$ cat src/hkse_pkg.sv
// Shared types and constants for the hashed key set engine.
`default_nettype none

package hkse_pkg;

    localparam int KEY_W       = 31;
    localparam int OPC_W       = 2;
    localparam int STAT_W      = 2;
    localparam int BIDX_W      = 6;
    localparam int CNT_OUT_W   = 9;
    localparam int BUCKETS_DEF = 64;
    localparam int SLOTS_DEF   = 4;

    typedef enum logic [OPC_W-1:0] {
        OP_INSERT = 2'd0,
        OP_LOOKUP = 2'd1,
        OP_REMOVE = 2'd2
    } t_opcode;

    typedef enum logic [STAT_W-1:0] {
        ST_DONE   = 2'd0,
        ST_EXISTS = 2'd1,
        ST_ABSENT = 2'd2,
        ST_FULL   = 2'd3
    } t_status;

    typedef enum logic [2:0] {
        S_CLEAR,
        S_IDLE,
        S_RECIP,
        S_BACK,
        S_REDUCE,
        S_READ,
        S_UPDATE
    } t_state;

    typedef struct packed {
        logic load;
        logic recip;
        logic back;
        logic reduce;
        logic update;
        logic clear;
    } t_dp_cmd;

    typedef struct packed {
        logic clear_last;
    } t_dp_stat;

endpackage

`default_nettype wire

$ cat src/hkse_ctrl.sv
// Controller state machine of the hashed key set engine.
`default_nettype none

module hkse_ctrl (
    input  wire logic              i_clk,
    input  wire logic              i_rst_n,
    input  wire logic              start,
    output logic                   busy,
    output logic                   o_result_strobe,
    output hkse_pkg::t_dp_cmd      o_cmd,
    input  wire hkse_pkg::t_dp_stat i_stat
);
    import hkse_pkg::*;

    t_state r_state, n_state;
    logic   r_strobe;

    always_ff @(posedge i_clk) begin
        if (!i_rst_n) begin
            r_state  <= S_CLEAR;
            r_strobe <= 1'b0;
        end else begin
            r_state  <= n_state;
            r_strobe <= (r_state == S_UPDATE);
        end
    end

    always_comb begin
        n_state = r_state;
        o_cmd   = '0;
        unique case (r_state)
            S_CLEAR: begin
                o_cmd.clear = 1'b1;
                if (i_stat.clear_last) begin
                    n_state = S_IDLE;
                end
            end
            S_IDLE: begin
                if (start) begin
                    o_cmd.load = 1'b1;
                    n_state    = S_RECIP;
                end
            end
            S_RECIP: begin
                o_cmd.recip = 1'b1;
                n_state     = S_BACK;
            end
            S_BACK: begin
                o_cmd.back = 1'b1;
                n_state    = S_REDUCE;
            end
            S_REDUCE: begin
                o_cmd.reduce = 1'b1;
                n_state      = S_READ;
            end
            S_READ: begin
                // The bucket row is read from memory during this cycle.
                n_state = S_UPDATE;
            end
            S_UPDATE: begin
                o_cmd.update = 1'b1;
                n_state      = S_IDLE;
            end
            default: begin
                n_state = S_CLEAR;
            end
        endcase
    end

    assign busy            = (r_state != S_IDLE);
    assign o_result_strobe = r_strobe;

endmodule

`default_nettype wire

$ cat config.mk
export PLATFORM = sky130hd
export DESIGN_NAME = hkse_ctrl
export DESIGN_NICKNAME = d
export VERILOG_FILES = /design/src/hkse_pkg.sv /design/src/hkse_ctrl.sv
export SDC_FILE = /design/constraint.sdc
export NUM_CORES = 1
export LEC_CHECK = 0
export ABC_CLOCK_PERIOD_IN_PS = 1200
export BUFFER_PORTS_ARGS = -buffer_cell sky130_fd_sc_hd__clkbuf_2
export CAP_MARGIN = 20
export CORE_AREA = 10 10 47 49
export CTS_BUF_LIST = sky130_fd_sc_hd__clkbuf_8
export DETAILED_ROUTE_END_ITERATION = 16
export DIE_AREA = 0 0 57 59
export HOLD_SLACK_MARGIN = 0.02
export SLEW_MARGIN = 0
export SYNTH_ARGS = -nofsm -noshare
export SYNTH_HDL_FRONTEND = slang
export SYNTH_SLANG_ARGS = --single-unit
$ cat constraint.sdc
create_clock -name i_clk -period 1.2 [get_ports i_clk]
set_input_delay 0.12 -clock i_clk [delete_from_list [all_inputs] [get_ports i_clk]]
set_output_delay 0.12 -clock i_clk [all_outputs]
set_load 0.02 [all_outputs]
# After elaboration in Yosys (flattened, before gate mapping)

Index checks and enable logic that the tools add are counted.

Add/subtract/negate cells: 0
Multipliers: 0
Div/mod/pow operators: 0
Magnitude comparators: 0
Equality and inequality tests: 9
Shift operators: 0
Mux-type cells: 10
Bitwise operators: 0
Reductions and logical operators: 2

Operator list:

| cell                                                  | count |
|---|---|
| one-hot mux 3 bit (7 select lines)                    | 1 |
| == test 3 bit, second input constant                  | 3 |
| two-way mux 1 bit                                     | 7 |
| == test 3 x 2 -> 1 bit, second input constant         | 2 |
| two-way mux 3 bit                                     | 2 |
| inequality test 2 bit, second input constant          | 2 |
| == test 3 x 1 -> 1 bit, second input constant         | 1 |
| zero test 3 bit                                       | 1 |
| inequality test 3 x 1 -> 1 bit, second input constant | 1 |
| AND reduction 2 bit                                   | 1 |

Register bits after elaboration: 4
Latch bits: 0
Bits in writable memories: 0
Memory bits (read-only): 0
Bits of input ports: 4
Output and inout port bits: 8
Word-level logic and storage cells: 23
Memories kept: 0

# Depth between registers and ports, before layout

Gate-level depths: netlist of run 1.

Word-level depth: 3
Depth in mapped cells: 4
Gate-level depth less buffers: 3

# Worst setup path before layout of run 1

OpenSTA, ideal clock, no wires.

Path type: reg-to-output
Start point: register r_state[2]
End point: output o_cmd[5] in the netlist's numbering
Arrival: 1146 ps
Data required time: 1080 ps
Path slack: -66 ps
Stages on the path, launching flop included: 4
Buffers on the path: 1
Path through: dfxtp_1 > buf_6 > or3b_1 > nor2_2

RTL lines:

| element                | line            | RTL |
|---|---|---|
| start, declared        | hkse_ctrl.sv:15 | `t_state r_state, n_state;` |
| start signal, assigned | hkse_ctrl.sv:23 | `r_state <= n_state;` |
| end, declared          | hkse_ctrl.sv:10 | `output hkse_pkg::t_dp_cmd o_cmd,` |

==> results of run 1 <==
[per-layer routing]
metal  vias up  share of wire  track usage
li1        113              -            -
met1       101           0.45       0.0533
met2        13           0.36       0.0465
met3         5           0.15       0.0579
met4         0          0.034       0.0503
met5         -              0            0
[sequential cells by signal, summed over array words and instances (netlist names)]
| signal | cells |
|---|---|
| r_state | 3 |
| o_result_strobe | 1 |
[cell type report]
class / count / area, sq um / share of cell area
timing repair buffer: 15 / 126 / 0.301
sequential: 4 / 81.3 / 0.193
tap: 16 / 20.0 / 0.0476
inverter: 1 / 3.75 / 0.00893
multi-input combinational: 16 / 148 / 0.351
clock buffer: 3 / 41.3 / 0.0982
[synth_stat cells]
cell	count
a21oi_1	1
and2_1	1
and3b_1	2
buf_4	1
buf_6	1
clkbuf_2	1
dfxtp_1	4
inv_1	1
nor2_1	1
nor2_2	1
nor2b_1	1
nor3_1	1
nor3b_1	2
nor3b_2	1
o21a_1	2
o41ai_1	1
or3_1	1
or3b_1	1
[cells by family (layout without fill, tap and decap cells)]
family | Yosys count | in the layout | share of synthesized area
AO/OA/AOI/OAI | 4 | 4 | 0.128
AND/OR/NAND/NOR | 12 | 12 | 0.391
flip-flops | 4 | 4 | 0.358
buffers and inverters | 4 | 19 | 0.123
[placed cells by master (no fill, tap or decap), types with 2 or more instances in the layout]
cell type and count:
clkbuf_8 5, buf_4 5, clkbuf_2 4, dfxtp_1 3, o21a_1 2, clkbuf_4 2
[how the worst max path moves through the flow]
stage | start | end | slack (ps) | cells past startpoint
6_report | r_state[2] | o_cmd[5] | -60 | 3
5_1_grt | r_state[2] | o_cmd[5] | -110 | 3
4_1_cts | r_state[0] | o_cmd[5] | -80 | 3
3_5_place_dp | r_state[0] | o_cmd[5] | 140 | 3
3_3_place_gp | r_state[2] | o_cmd[5] | 150 | 3
2_1_floorplan | r_state[1] | o_cmd[5] | 70 | 3
[metrics by stage]
step                setup WS [ps]  hold slack (ps)
floorplan                    70.8              238
global placement              145              392
detailed placement            136              380
CTS                         -83.2              152
global route                 -106              181
finish                      -62.7              163
[critical path: stages (launching register included)]
cell and delay [ps]:
dfxtp_1 300, or3b_4 410, nor2_4 100, buf_8 120
[power breakdown]
group	switching [mW]	total (mW)	internal, mW
combinational	0.0690	0.140	0.0713
sequential	0.00373	0.146	0.142
clock	0.0706	0.284	0.214
total	0.143	0.570	0.427
[timing repair]
item	4_1_cts	5_1_grt
cloned	0	0
setup buffers	1	0
gates resized for setup	15	5
setup endpoints to repair	6	7
==> impl_results.md, run 1 <==
- Outcome: finished with violations
- Failing checks: negative setup slack
- Post-synthesis cell type count: 18
- Die width: ~57 um
- Vias post-DR: about 230
- Crit share post-route: 1.05
- Sequential fraction of the synthesis area: 0.358
- Largest net degree at the start of global routing: 10
- Max-Cap Viols: 0
- Peak VDD IR: about 0.74 mV
- Cells after DPL: 51
- Design Power: ~0.57 mW
- Starting DRT DRC Count: 2
- Gr usage total: 0.0505
- Final WL: roughly 700 um
- Power Density: 1360 nW/um^2
- Setup CP Type: reg2out
- # rows: 14
- CP required: around 1100 ps
- Post-DP Area: 305 sq um
- Rel. slew slack: 0.805
- DRC viols: 0
- Total gr overflow: 0
- Hold_buf cts: 0
- Syn-to-layout area delta: 87.7%
- Synthesized area: between 200 and 250 sq um
- I/O pin cnt: 12
- Clock Pin Slew Worst Setup and Hold Paths: 30 ps
- Finished Cell Area: approximately 420 sq um
- Hold EP: r_state[1]
- Reg2Reg Depth: 3
- Non-filler cells, final: 55
- Average via count per standard cell: 4.22
- Critical path fanouts, max: 2
- Vias in the first global route: 228
- Yosys reg bits: 4
- Synth Warn #: 0
- Filler cell count: approximately 170
- Core area: between 1000 and 1500 sq um
- R2R setup slack: ~150 ps
- Post-layout util: 0.300
- Max H-tree Level: 1
- Gpl congestion: between 0.7 and 0.8
- Top cell type's share of synthesized area: 0.358
- Clk_lat worst skew: 220 ps
- Final min period: around 1300 ps
- Root Driver: clkbuf_8
- Tightest Pin Transition: a little under 300 ps
- Clock buffer count from CTS: 3
- CTS max path bufs: 2
- R2R Path End: r_state[0]
- Layout cells sized above 1: 0.641
- Final setup margin: -62.7 ps
- Worst Skew: about 0.068 ps
- Port bufs: 11
- Fmax: approximately 0.79 GHz
- Leak: approximately 0.2 nW
- Hold_sp: i_rst_n
- Critical Path End Type: output port
- First-pass GRT wire length: 1120 um
- DR pass1 iterations: 4
- Mapped Cells: 24
- HP Class: in2reg
- Routed Antenna Nets: 0
- Die area: 3360 sq um
- Largest cells by area after synthesis: dfxtp_1, and3b_1, nor3b_1
- Post-Syn Nets: 28
- R2r startpoint: r_state[2]
- TritonCTS clock tree: done
- RSZ-0062 raised after global routing: true
- WHS Path Cells: 2
- Sink Count: 4
- Cell accounting for the most synthesized area: dfxtp_1
- CP Launch Type: flip-flop
- Final Max Tran Viols: 0
- Initial antenna violation count: 0
- Antenna fix cells: 0
- Final hold vios: 0
- Setup TNS: -81.6 ps
- Final setup fails: 2
- Data arrival, critical path: 1140 ps
- Average size of a mapped cell: between 9 and 10 sq um
- Die span in y: 59 um
- Initial core utilization: 0.160
- Routed WL per cell: 12.8 um
- Layout Nets: 45
No activity file was read; power rests on OpenSTA's default activity.
==> run 2: changes to the inputs <==
--- a/constraint.sdc
+++ b/constraint.sdc
@@ -3,2 +3,2 @@
 set_output_delay 0.12 -clock i_clk [all_outputs]
-set_load 0.02 [all_outputs]
+set_load 0.05 [all_outputs]
==> run 2 against run 1 <==
  * The run still ends with negative setup slack left
  * Critical path depth unchanged
  * Setup slack got worse by 87 ps
  * Combinational power grew 49%
  * Critical path type unchanged
  * Critical endpoint unchanged
  * Largest power group unchanged
  * Highest routed layer is now met3
==> impl_results.md, run 2 (synthesis results as in run 1) <==
- Outcome: finished with violations (unchanged)
- Failing checks: negative setup slack (unchanged)
- Setup CP Type: reg2out (unchanged)
- DR pass1 iterations: 4 (unchanged)
- Syn-to-layout area delta: 125% (was 87.7%)
- Die span in y: 59 um (unchanged)
- Fmax: 0.741 GHz (was 0.792 GHz)
- Die width: 57 um (unchanged)
- Final setup margin: -149 ps (was -62.7 ps)
- Critical path fanouts, max: 5 (was 2)
- TritonCTS clock tree: done (unchanged)
- Area of the multi-input gates: 146 sq um (was 148 sq um)
- CTS max path bufs: 2 (unchanged)
- Routed WL per cell: 11.6 um (was 12.8 um)
- Initial antenna violation count: 0 (unchanged)
- Vias post-DR: 240 (was 232)
- Final WL: 696 um (was 704 um)
- Number of flip-flops under the largest register name: 3 (unchanged)
- CP Launch Type: flip-flop (unchanged)
- Crit share post-route: 1.12 (was 1.05)
- First-pass GRT wire length: 1190 um (was 1120 um)
- Tightest Pin Transition: 269 ps (was 289 ps)
- Clk_lat worst skew: 220 ps (about the same)
- Worst Skew: 1.77 ps (was 0.0682 ps)
- Layout Nets: 50 (was 45)
- Layout cells sized above 1: 0.705 (was 0.641)
- Initial core utilization: 0.160 (unchanged)
- Clock buffer count from CTS: 3 (unchanged)
- Cells after DPL: 52 (was 51)
- Critical Path End Type: output port (unchanged)
- Peak VDD IR: 0.524 mV (was 0.740 mV)
- Gr usage total: 0.0462 (was 0.0505)
- Max-Cap Viols: 0 (unchanged)
- Post-layout util: 0.359 (was 0.300)
- Filler cell count: 148 (was 171)
- Gpl congestion: 0.722 (was 0.766)
- DRC viols: 0 (unchanged)
- Final hold vios: 0 (unchanged)
- RSZ-0062 raised after global routing: true (unchanged)
- Top reg by flops: r_state (unchanged)
- WHS Path Cells: 2 (unchanged)
- Final min period: 1350 ps (was 1260 ps)
- Final setup fails: 5 (was 2)
- I/O pin cnt: 12 (unchanged)
- Non-filler cells, final: 60 (was 55)
- Hold_buf cts: 0 (unchanged)
- HP Class: in2reg (unchanged)
- Sink Count: 4 (unchanged)
- Reg2Reg Depth: 3 (unchanged)
- Largest net degree at the start of global routing: 7 (was 10)
- Average via count per standard cell: 4.00 (was 4.22)
- Rel. slew slack: 0.819 (was 0.805)
- Root Driver: clkbuf_8 (unchanged)
- Final Max Tran Viols: 0 (unchanged)
- HPWL after detailed placement: slightly below 500 um
- Max H-tree Level: 1 (unchanged)
- # rows: 14 (unchanged)
- Antenna fix cells: 0 (unchanged)
- Pre-CTS WS: -1.21 ps (was 136 ps)
- Most common library cell in the layout ignoring fill and taps: buf_4
- Setup TNS: -418 ps (was -81.6 ps)
- Data arrival, critical path: 1230 ps (was 1140 ps)
- Most frequent cells in the layout: buf_4, clkbuf_8, clkbuf_2, buf_8 (was clkbuf_8, buf_4, clkbuf_2, dfxtp_1)
- Starting DRT DRC Count: 3 (was 2)
- Clock Pin Slew Worst Setup and Hold Paths: 30 ps (about the same)
- Port bufs: 11 (unchanged)
- Reg area: 91.3 sq um (was 81.3 sq um)
- CP required: 1080 ps (about the same)
- Core area: 1400 sq um (unchanged)
- Vias in the first global route: 286 (was 228)
- Power Density: 1280 nW/um^2 (was 1360 nW/um^2)
- Design Power: 0.646 mW (was 0.570 mW)
- Die area: 3360 sq um (unchanged)
- Total gr overflow: 0 (unchanged)
- Leak: 0.234 nW (was 0.195 nW)
- Routed Antenna Nets: 0 (unchanged)
[run 2: cell count changes in the layout (fill, tap and decap cells not counted)]
cell | previous run | this run
dfxtp_4 | 0 | 3
clkbuf_8 | 5 | 4
and3b_2 | 1 | 0
dfxtp_2 | 1 | 0
buf_4 | 5 | 6
buf_6 | 1 | 3
buf_12 | 0 | 1
clkbuf_4 | 2 | 1
dfxtp_1 | 3 | 1
and3b_1 | 1 | 2
buf_8 | 1 | 4
[run 2: area by class of cell]
type / count / area share
timing repair buffer: 20 / 0.398
multi-input combinational: 16 / 0.291
clock buffer: 3 / 0.0821
sequential: 4 / 0.182
inverter: 1 / 0.00746
tap: 16 / 0.0398
[run 2: power by group]
part | internal (mW) | switching [mW] | total, mW | leakage [nW]
Clock | 0.214 | 0.0732 | 0.287 | 0.0216
Combinational | 0.100 | 0.108 | 0.208 | 0.178
Sequential | 0.140 | 0.00987 | 0.150 | 0.0347
[run 2: timing repair]
item / in CTS / in global routing
pin swaps: 4 / 2
endpoints found under the hold margin: 0 / 0
setup endpoints to repair: 7 / 7
resized for setup: 18 / 6
cloned: 0 / 0
buffers inserted: 5 / 0
[run 2: layer usage]
layer / vias up / track usage / wire length, um
met3: 0 / 0.0300 / 84
li1: 124 / - / -
met4: 0 / 0.0503 / 0
met2: 10 / 0.0667 / 323
met1: 106 / 0.0415 / 288
met5: - / 0 / 0
[run 2: worst max-delay path, cell delays in order (launching register included)]
cell	delay (ps)
dfxtp_4	340
or3b_4	410
nor2_4	110
buf_12	140
[run 2: worst paths after layout]
path                                    to  slack, ps        from
worst min register to register  r_state[0]        590  r_state[0]
worst min-delay path            r_state[1]        160     i_rst_n
worst max register to register  r_state[0]        140  r_state[2]
worst max-delay path              o_cmd[5]       -150  r_state[1]
[run 2: through the flow]
stage | instance area (sq um) | hold slack (ps)
after floorplan | 262 | 235
after global placement | 345 | 396
after detailed placement | 345 | 390
after CTS | 492 | 158
after global routing | 503 | 174
final | 503 | 163
